## src/cdd_pkg.sv

```systemverilog
// Constants, tables and types for the civil date difference pipeline.
// No dependencies.
package cdd_pkg;

    localparam logic [17:0] YEAR_BIAS    = 18'd40000;
    localparam logic [14:0] DIV25_MULT   = 15'd20972;
    localparam int          DIV25_SHIFT  = 19;
    localparam logic [24:0] DAYS_IN_YEAR = 25'd365;
    localparam logic [16:0] CENTURY      = 17'd100;
    localparam logic [16:0] QUAD_CENTURY = 17'd400;
    localparam logic [16:0] REM100_LAST  = 17'd99;
    localparam logic [16:0] REM400_LAST  = 17'd399;

    localparam logic [3:0]  MONTH_JAN    = 4'd1;
    localparam logic [3:0]  MONTH_FEB    = 4'd2;
    localparam logic [3:0]  MONTH_DEC    = 4'd12;
    localparam logic [4:0]  LEAP_FEB_LEN = 5'd29;

    // days from March 1 to the first of the month, month shifted to start in March
    localparam logic [8:0] MONTH_OFFSET [16] = '{
        9'd275, 9'd306, 9'd337, 9'd0,   9'd31,  9'd61,  9'd92,  9'd122,
        9'd153, 9'd184, 9'd214, 9'd245, 9'd275, 9'd306, 9'd337, 9'd367
    };

    localparam logic [4:0] MONTH_LEN [16] = '{
        5'd0,  5'd31, 5'd28, 5'd31, 5'd30, 5'd31, 5'd30, 5'd31,
        5'd31, 5'd30, 5'd31, 5'd30, 5'd31, 5'd0,  5'd0,  5'd0
    };

    typedef struct packed {
        logic after;
        logic earlier;
        logic equal;
    } cmp_t;

endpackage

```

## src/civil_date_difference.sv

```systemverilog
// Civil date difference: four-stage pipeline, two date lanes.
// Depends on cdd_pkg.
//
//  channel  handshake                  payload
//  item     item_valid / item_stall    first_/second_ day, month, year
//  result   result_valid / result_stall day_difference, valid, compare flags
//
// One item per cycle while the result is not stalled; the result passes through the stage registers s1 to s4.
// Each date lane: bias and day of year, multiply, divide-by-100 and sum, subtract.
// Reset clears the stage valid bits only.
// A stalled result holds; earlier stages keep filling empty slots.
module civil_date_difference
    import cdd_pkg::*;
(
    input  logic               clk,
    input  logic               rst_n,
    input  logic               item_valid,
    output logic               item_stall,
    input  logic [4:0]         first_day,
    input  logic [3:0]         first_month,
    input  logic signed [15:0] first_year,
    input  logic [4:0]         second_day,
    input  logic [3:0]         second_month,
    input  logic signed [15:0] second_year,
    output logic               result_valid,
    input  logic               result_stall,
    output logic signed [25:0] day_difference,
    output logic               first_valid,
    output logic               second_valid,
    output logic               first_after,
    output logic               first_before,
    output logic               dates_equal
);

    logic adv1, adv2, adv3, adv4;
    logic s1_valid_reg, s2_valid_reg, s3_valid_reg, s4_valid_reg;

    logic [4:0]  in_day  [2];
    logic [3:0]  in_month[2];
    logic [15:0] in_year [2];
    logic [17:0] biased  [2];
    cmp_t        cmp_next;

    logic [16:0] s1_year_reg [2];
    logic [8:0]  s1_doy_reg  [2];
    logic [3:0]  s1_month_reg[2];
    logic [4:0]  s1_day_reg  [2];
    cmp_t        s1_cmp_reg;

    logic [29:0] s2_prod_reg [2];
    logic [24:0] s2_tri_reg  [2];
    logic [16:0] s2_year_reg [2];
    logic [8:0]  s2_doy_reg  [2];
    logic [3:0]  s2_month_reg[2];
    logic [4:0]  s2_day_reg  [2];
    cmp_t        s2_cmp_reg;

    logic [10:0] hund        [2];
    logic [25:0] dn_next     [2];
    logic [16:0] rem100      [2];
    logic [16:0] rem400      [2];
    logic        leap        [2];
    logic [4:0]  dim         [2];
    logic        ok_next     [2];

    logic [25:0] s3_dn_reg   [2];
    logic        s3_ok_reg   [2];
    cmp_t        s3_cmp_reg;

    logic [25:0] s4_diff_reg;
    logic        s4_ok_reg   [2];
    cmp_t        s4_cmp_reg;

    assign adv4       = !s4_valid_reg || !result_stall;
    assign adv3       = !s3_valid_reg || adv4;
    assign adv2       = !s2_valid_reg || adv3;
    assign adv1       = !s1_valid_reg || adv2;
    assign item_stall = !adv1;

    always_comb
    begin
        in_day[0]   = first_day;
        in_month[0] = first_month;
        in_year[0]  = first_year;
        in_day[1]   = second_day;
        in_month[1] = second_month;
        in_year[1]  = second_year;
        for (int i = 0; i < 2; i++)
        begin
            biased[i] = {{2{in_year[i][15]}}, in_year[i]} + YEAR_BIAS
                        - {17'd0, (in_month[i] <= MONTH_FEB)};
        end
        if (first_year != second_year)
        begin
            cmp_next.after   = first_year > second_year;
            cmp_next.earlier = first_year < second_year;
        end
        else if (first_month != second_month)
        begin
            cmp_next.after   = first_month > second_month;
            cmp_next.earlier = first_month < second_month;
        end
        else
        begin
            cmp_next.after   = first_day > second_day;
            cmp_next.earlier = first_day < second_day;
        end
        cmp_next.equal = (first_day == second_day) && (first_month == second_month)
                         && (first_year == second_year);
    end

    always_comb
    begin
        for (int i = 0; i < 2; i++)
        begin
            hund[i]    = s2_prod_reg[i][DIV25_SHIFT +: 11];
            dn_next[i] = {1'b0, s2_tri_reg[i]} + {11'd0, s2_year_reg[i][16:2]}
                         - {15'd0, hund[i]} + {17'd0, hund[i][10:2]}
                         + {17'd0, s2_doy_reg[i]};
            rem100[i]  = s2_year_reg[i] - 17'({6'd0, hund[i]} * CENTURY);
            rem400[i]  = s2_year_reg[i] - 17'({8'd0, hund[i][10:2]} * QUAD_CENTURY);
            leap[i]    = (s2_year_reg[i][1:0] == 2'b11 && rem100[i] != REM100_LAST)
                         || rem400[i] == REM400_LAST;
            dim[i]     = MONTH_LEN[s2_month_reg[i]];
            if (s2_month_reg[i] == MONTH_FEB && leap[i])
            begin
                dim[i] = LEAP_FEB_LEN;
            end
            ok_next[i] = (s2_month_reg[i] inside {[MONTH_JAN:MONTH_DEC]})
                         && s2_day_reg[i] != 5'd0 && s2_day_reg[i] <= dim[i];
        end
    end

    always_ff @(posedge clk or negedge rst_n)
    begin
        if (!rst_n)
        begin
            s1_valid_reg <= 1'b0;
            s2_valid_reg <= 1'b0;
            s3_valid_reg <= 1'b0;
            s4_valid_reg <= 1'b0;
        end
        else
        begin
            if (adv1)
            begin
                s1_valid_reg <= item_valid;
            end
            if (adv2)
            begin
                s2_valid_reg <= s1_valid_reg;
            end
            if (adv3)
            begin
                s3_valid_reg <= s2_valid_reg;
            end
            if (adv4)
            begin
                s4_valid_reg <= s3_valid_reg;
            end
        end
    end

    always_ff @(posedge clk)
    begin
        if (adv1)
        begin
            for (int i = 0; i < 2; i++)
            begin
                s1_year_reg[i]  <= biased[i][16:0];
                s1_doy_reg[i]   <= MONTH_OFFSET[in_month[i]] + {4'd0, in_day[i]};
                s1_month_reg[i] <= in_month[i];
                s1_day_reg[i]   <= in_day[i];
            end
            s1_cmp_reg <= cmp_next;
        end
        if (adv2)
        begin
            for (int i = 0; i < 2; i++)
            begin
                s2_prod_reg[i]  <= {15'd0, s1_year_reg[i][16:2]} * {15'd0, DIV25_MULT};
                s2_tri_reg[i]   <= {8'd0, s1_year_reg[i]} * DAYS_IN_YEAR;
                s2_year_reg[i]  <= s1_year_reg[i];
                s2_doy_reg[i]   <= s1_doy_reg[i];
                s2_month_reg[i] <= s1_month_reg[i];
                s2_day_reg[i]   <= s1_day_reg[i];
            end
            s2_cmp_reg <= s1_cmp_reg;
        end
        if (adv3)
        begin
            for (int i = 0; i < 2; i++)
            begin
                s3_dn_reg[i] <= dn_next[i];
                s3_ok_reg[i] <= ok_next[i];
            end
            s3_cmp_reg <= s2_cmp_reg;
        end
        if (adv4)
        begin
            s4_diff_reg  <= s3_dn_reg[0] - s3_dn_reg[1];
            s4_ok_reg[0] <= s3_ok_reg[0];
            s4_ok_reg[1] <= s3_ok_reg[1];
            s4_cmp_reg   <= s3_cmp_reg;
        end
    end

    assign result_valid   = s4_valid_reg;
    assign day_difference = s4_diff_reg;
    assign first_valid    = s4_ok_reg[0];
    assign second_valid   = s4_ok_reg[1];
    assign first_after    = s4_cmp_reg.after;
    assign first_before   = s4_cmp_reg.earlier;
    assign dates_equal    = s4_cmp_reg.equal;

endmodule

```

## config.mk

```make
export PLATFORM = sky130hd
export DESIGN_NAME = civil_date_difference
export DESIGN_NICKNAME = d
export VERILOG_FILES = /design/src/cdd_pkg.sv /design/src/civil_date_difference.sv
export SDC_FILE = /design/constraint.sdc
export NUM_CORES = 2
export LEC_CHECK = 0
export BUFFER_PORTS_ARGS = -buffer_cell sky130_fd_sc_hd__buf_2
export CORE_MARGIN = 4
export CORE_UTILIZATION = 50
export DETAILED_ROUTE_END_ITERATION = 16
export PLACE_DENSITY = 0.66
export SYNTH_ARGS = -nofsm -noshare
export SYNTH_HDL_FRONTEND = slang
export SYNTH_SLANG_ARGS = --single-unit
```

## constraint.sdc

```tcl
create_clock -name clk -period 15.7 [get_ports clk]
set_clock_uncertainty 0.05 [all_clocks]
set_input_delay 2.355 -clock clk [delete_from_list [all_inputs] [get_ports clk]]
set_output_delay 2.355 -clock clk [all_outputs]
set_load 0.03 [all_outputs]
```

======== Yosys cells after proc, flatten, opt, wreduce, memory -nomap -nowiden ========
Memory sizes are Yosys's and may differ from the RTL's.
Cells that the tools add are included.
cells by class
  add/subtract/negate cells ............... 19
  order comparisons ....................... 18
  $mul .................................... 8
  reduce and logical (&&, ||, !) cells .... 26
  equal/unequal tests ..................... 13
  mux-type cells .......................... 20
  bitwise operators ....................... 4
operators by type and width
  operator                  count
  $add A26 B9 Y26           4
  $sub A17 B17 Y17          4
  $mul A15 B13 Y28 const B  2
  $add A25 B15 Y26          2
  $sub A26 B11 Y26          2
  $mul A17 B9 Y25 const B   2
  $mux W9                   4
  $add A16 B17 Y17 const B  2
  $eq A17 B9 Y1 const B     2
  $ne A17 B7 Y1 const B     2
  $sub A17 B1 Y17           2
  $mul A11 B5 Y15 const B   2
  $mux W5                   6
  $mul A9 B5 Y13 const B    2
  $sub A26 B26 Y26          1
  $ge A5 B5 Y1 const B      4
  $not A4 Y5                4
  $add A9 B5 Y9             2
  $eq A16 B16 Y1            1
  $gt A16 B16 Y1            1
  $lt A16 B16 Y1            1
  $ne A16 B16 Y1            1
  $logic_and A1 B1 Y1       12
  $le A5 B5 Y1              2
  17 further kinds          41
storage, ports and cells
  word-level logic and storage cells ...... 142
  input port bits ......................... 54
  ROM bits ................................ 448
  memories kept ........................... 17
  output and inout port bits .............. 33
  register bits after elaboration ......... 42
  memory bits (writable) .................. 302
memories
  name              depth  bits a word  rd ports  clocked after memory_dff  write ports  line                          RTL
  (name not given)  16     9            1         0                         0            civil_date_difference.sv:171  s1_doy_reg[i] <= MONTH_OFFSET[in_month[i]] + {4'd0, in_day[i]};
  (name not given)  16     9            1         0                         0            civil_date_difference.sv:171
  (name not given)  16     5            1         0                         0            civil_date_difference.sv:124  dim[i] = MONTH_LEN[s2_month_reg[i]];
  (name not given)  16     5            1         0                         0            civil_date_difference.sv:124
  s2_prod_reg       2      28           2         0                         2            civil_date_difference.sv:50   logic [29:0] s2_prod_reg [2];
  s3_dn_reg         2      26           2         0                         2            civil_date_difference.sv:66   logic [25:0] s3_dn_reg [2];
  +11 memories      n/a    n/a          n/a       n/a                       n/a          n/a

======== Longest topological paths before layout ========
An unclocked memory read counts as a cell.
  depth in word-level cells ............... 10
  mapped depth ............................ 29

======== Worst setup path after synthesis ========
Ideal clock, no wire load.
  kind .................................... input to output
  start point ............................. input result_stall
  end point ............................... output item_stall
  data arrival time ....................... 5.126 ns
  stages .................................. 3
  path buffers ............................ 0
  slack ................................... 8.169 ns
  cells stage by stage .................... and3_1 nand3_1 inv_1
on the way
  longest elaborated chain between the ends .. 6
ends and longest elaborated chain
  item                line                         RTL
  start: declaration  civil_date_difference.sv:26  input logic result_stall,
  $logic_not A1 Y1    civil_date_difference.sv:74  assign adv4 = !s4_valid_reg || !result_stall;
  $logic_or A1 B1 Y1  civil_date_difference.sv:74
  $logic_or A1 B1 Y1  civil_date_difference.sv:75  assign adv3 = !s3_valid_reg || adv4;
  $logic_or A1 B1 Y1  civil_date_difference.sv:76  assign adv2 = !s2_valid_reg || adv3;
  $logic_or A1 B1 Y1  civil_date_difference.sv:77  assign adv1 = !s1_valid_reg || adv2;
  $logic_not A1 Y1    civil_date_difference.sv:78  assign item_stall = !adv1;
  end: declaration    civil_date_difference.sv:18  output logic item_stall,
No other way between the ends.

==> results.cfg <==
[route]
vias = 22500
drt_iter0_drc = 1435
ant_nets = 0
wl_met1_mm = 37.5
wl_mm = 75.1
highest_layer = met4
met3_length_mm = 4.54
dr.pass1.iters = 5
wl_met2_mm = 31.6
post_drt_via_cell_ratio = 5.28
route.detailed.drc = 0
wire_per_inst_um = 17.6

[worst_setup_path]
worstRegToRegCells = 26
crit_arrival_ps = 6290
crit_required_ps = 15930
critPathMaxStageDelay_ps = 550
crit_slowest_cell = edfxtp_1
start_kind = flip-flop
path_max_fanout = 7
reg2reg_to = s3_ok_reg[0][1]
crit_top_cell = ha_1
crit_path_end_kind = flip-flop
rrSetupSlack_ps = 9640
crit_type = reg2reg
reg2reg_from = s2_prod_reg[0][48]

[global_routing]
grt_pass1_vias = 22900
grt_usage_pct = 21.0
grt_overflow_total = 0
grt_pass1_wl_mm = 122
antenna_found_initial = 2
grt_max_degree = 71

[floorplanning]
coreArea_um2 = 67600
die_h_um = 270
start_util_pct = 50.8
ioPinCount = 87
row_count = 95
die_area_um2 = 73000
dieWidth_um = 270

[clock_network]
cts-root-buf = clkbuf_16
cts_tree = yes
worstSkewPairLatency_ps = 540
cts.path.max_buffers = 3
cts_setup_buffers = 0
cts_inserted_buffers = 36
htreeDepth = 2
clk_pin_slew_ps = 60
ctsHoldBuffers = 0
cts_sinks = 306
ctsResizeCount = 0

[final_layout]
num_antenna_cells = 0
area_delta_synth_final_pct = 8.02
largest_register_ffs = 52
layout-drive-gt1-share_pct = 5.43
fill_cells = 5882
finalNetCount = 4382

[timing]
relSlewSlack_pct = 41.8
hold_viol = 0
rsz0062_at_grt = no
finalCritPeriodShare_pct = 38.6
setup_viol = 0
max_freq_ghz = 0.165
final.setup.tns_ps = 0
worst_pin_slew_ps = 874
slew_viol_final = 0
layout_min_cycle_time_ps = 6060

[synthesis]
yosysMostFrequentCell = inv_1
synthCells = 3246
postSynthAreaPerCell_um2 = 10.6
ys_warn_count = 0
yosysSeqAreaShare_pct = 26.7
synth_top_cell_by_area = edfxtp_1
synth_seq_cells = 306
synth_flop_cell = edfxtp_1
synth_nets = 4265
synthTopCellsByCount = inv_1 (706), ha_1 (642), fa_1 (323), edfxtp_1 (302), a21oi_1 (161)
synthTopCellsByArea = edfxtp_1 (26%), ha_1 (23%), fa_1 (19%), inv_1 (7.7%), xnor2_1 (3.3%)
synth-edff-count = 302
synth_cell_types = 86
synth.top_cell.area_share_pct = 26.4
syn-cell-area_um2 = 34400
synthArstFlopShare_pct = 1.31

[placed_design]
place_congestion = 0.888
place.port_buffers = 86
dp_hpwl_mm = 63.9

[worst_hold_path]
min_from = s1_doy_reg[0][2]
whs_path_depth = 0
worstHoldEndpoint = s2_doy_reg[0][2]
min_path_type = reg2reg

[run_status]
outcome = completed

[run]
cap_viol_max_count = 0
[final cells by class]
type / instances / area [µm²] / area share, %
Inverter: 706 / 2650 / 7.14
Clock buffer: 47 / 993 / 2.68
Sequential cell: 306 / 9170 / 24.7
Clock inverter: 19 / 226 / 0.610
Timing Repair Buffer: 91 / 468 / 1.26
Multi-Input combinational cell: 2222 / 22500 / 60.7
Tap cell: 873 / 1090 / 2.94
[how the worst max path moves through the flow]
stage                                   from               to  slack, ps  depth (start not counted)
after floorplan                 result_stall       item_stall       8170                          3
after global placement    s2_prod_reg[0][21]  s3_ok_reg[0][0]       9770                         26
after detailed placement  s2_prod_reg[0][48]  s3_ok_reg[0][1]       9680                         26
after CTS                 s2_prod_reg[0][48]  s3_ok_reg[0][1]       9650                         26
after global routing      s2_prod_reg[0][23]  s3_ok_reg[0][0]       9140                         26
final                     s2_prod_reg[0][48]  s3_ok_reg[0][1]       9640                         26
[per-layer routing]
metal | up-vias | track usage (%)
met3 | 87 | 3.84
met1 | 10600 | 31.9
met2 | 495 | 31.6
met4 | 0 | 4.54
li1 | 11300 | -
met5 | - | 0
[stage by stage]
stage | std cells | hold slack [ps] | utilization, % | worst slack (ps) | cell area [µm²]
floorplan | 3246 | 350 | - | 8170 | 34400
global placement | 4198 | 352 | 53.1 | 9770 | 35900
detailed placement | 4198 | 355 | 53.1 | 9680 | 35900
CTS | 4264 | 364 | 54.9 | 9650 | 37100
global route | 4264 | 374 | 54.9 | 9140 | 37100
finish | 4264 | 366 | 54.9 | 9640 | 37100
[cell usage in the layout, fill, tap and decap left out, types with 17 or more instances in the layout]
cell / instances
o21a_1: 38
a211oi_1: 18
fa_1: 323
buf_2: 86
nand2_1: 89
nor2b_1: 42
nand2b_1: 32
a21oi_1: 161
edfxtp_1: 302
xor2_1: 63
xnor2_1: 131
nand4_1: 20
clkbuf_16: 37
inv_1: 705
ha_1: 642
nor2_1: 149
and3_1: 19
a31oi_1: 17
nand3_1: 42
nor3_1: 43
o21ai_0: 89
a21o_1: 57
o21bai_1: 24
[worst max-delay path: cells and delay by family (launching register included)]
kind            cells  cell delay, ps
fa+ha+maj           6            2140
compound gates     12            1970
simple gates        6             810
flops               1             550
xor+xnor            1             150
mux                 1             100
[cell families (layout without fill, tap and decap cells)]
logic type                 Yosys count  count (layout)  share of synthesized area, %
adders and majority gates          965             965                          42.2
buffers and inverters              718             863                          7.85
AOI/OAI and AO/OA                  534             534                          10.2
and+or+nand+nor                    507             507                          7.35
DFF                                306             306                          26.7
xor gates and xnor gates           197             197                          5.11
muxes                               19              19                         0.630
Power is left out: the tool's default activity adds up to more than one toggle a clock period on the data nets, which glitch-free logic cannot reach.
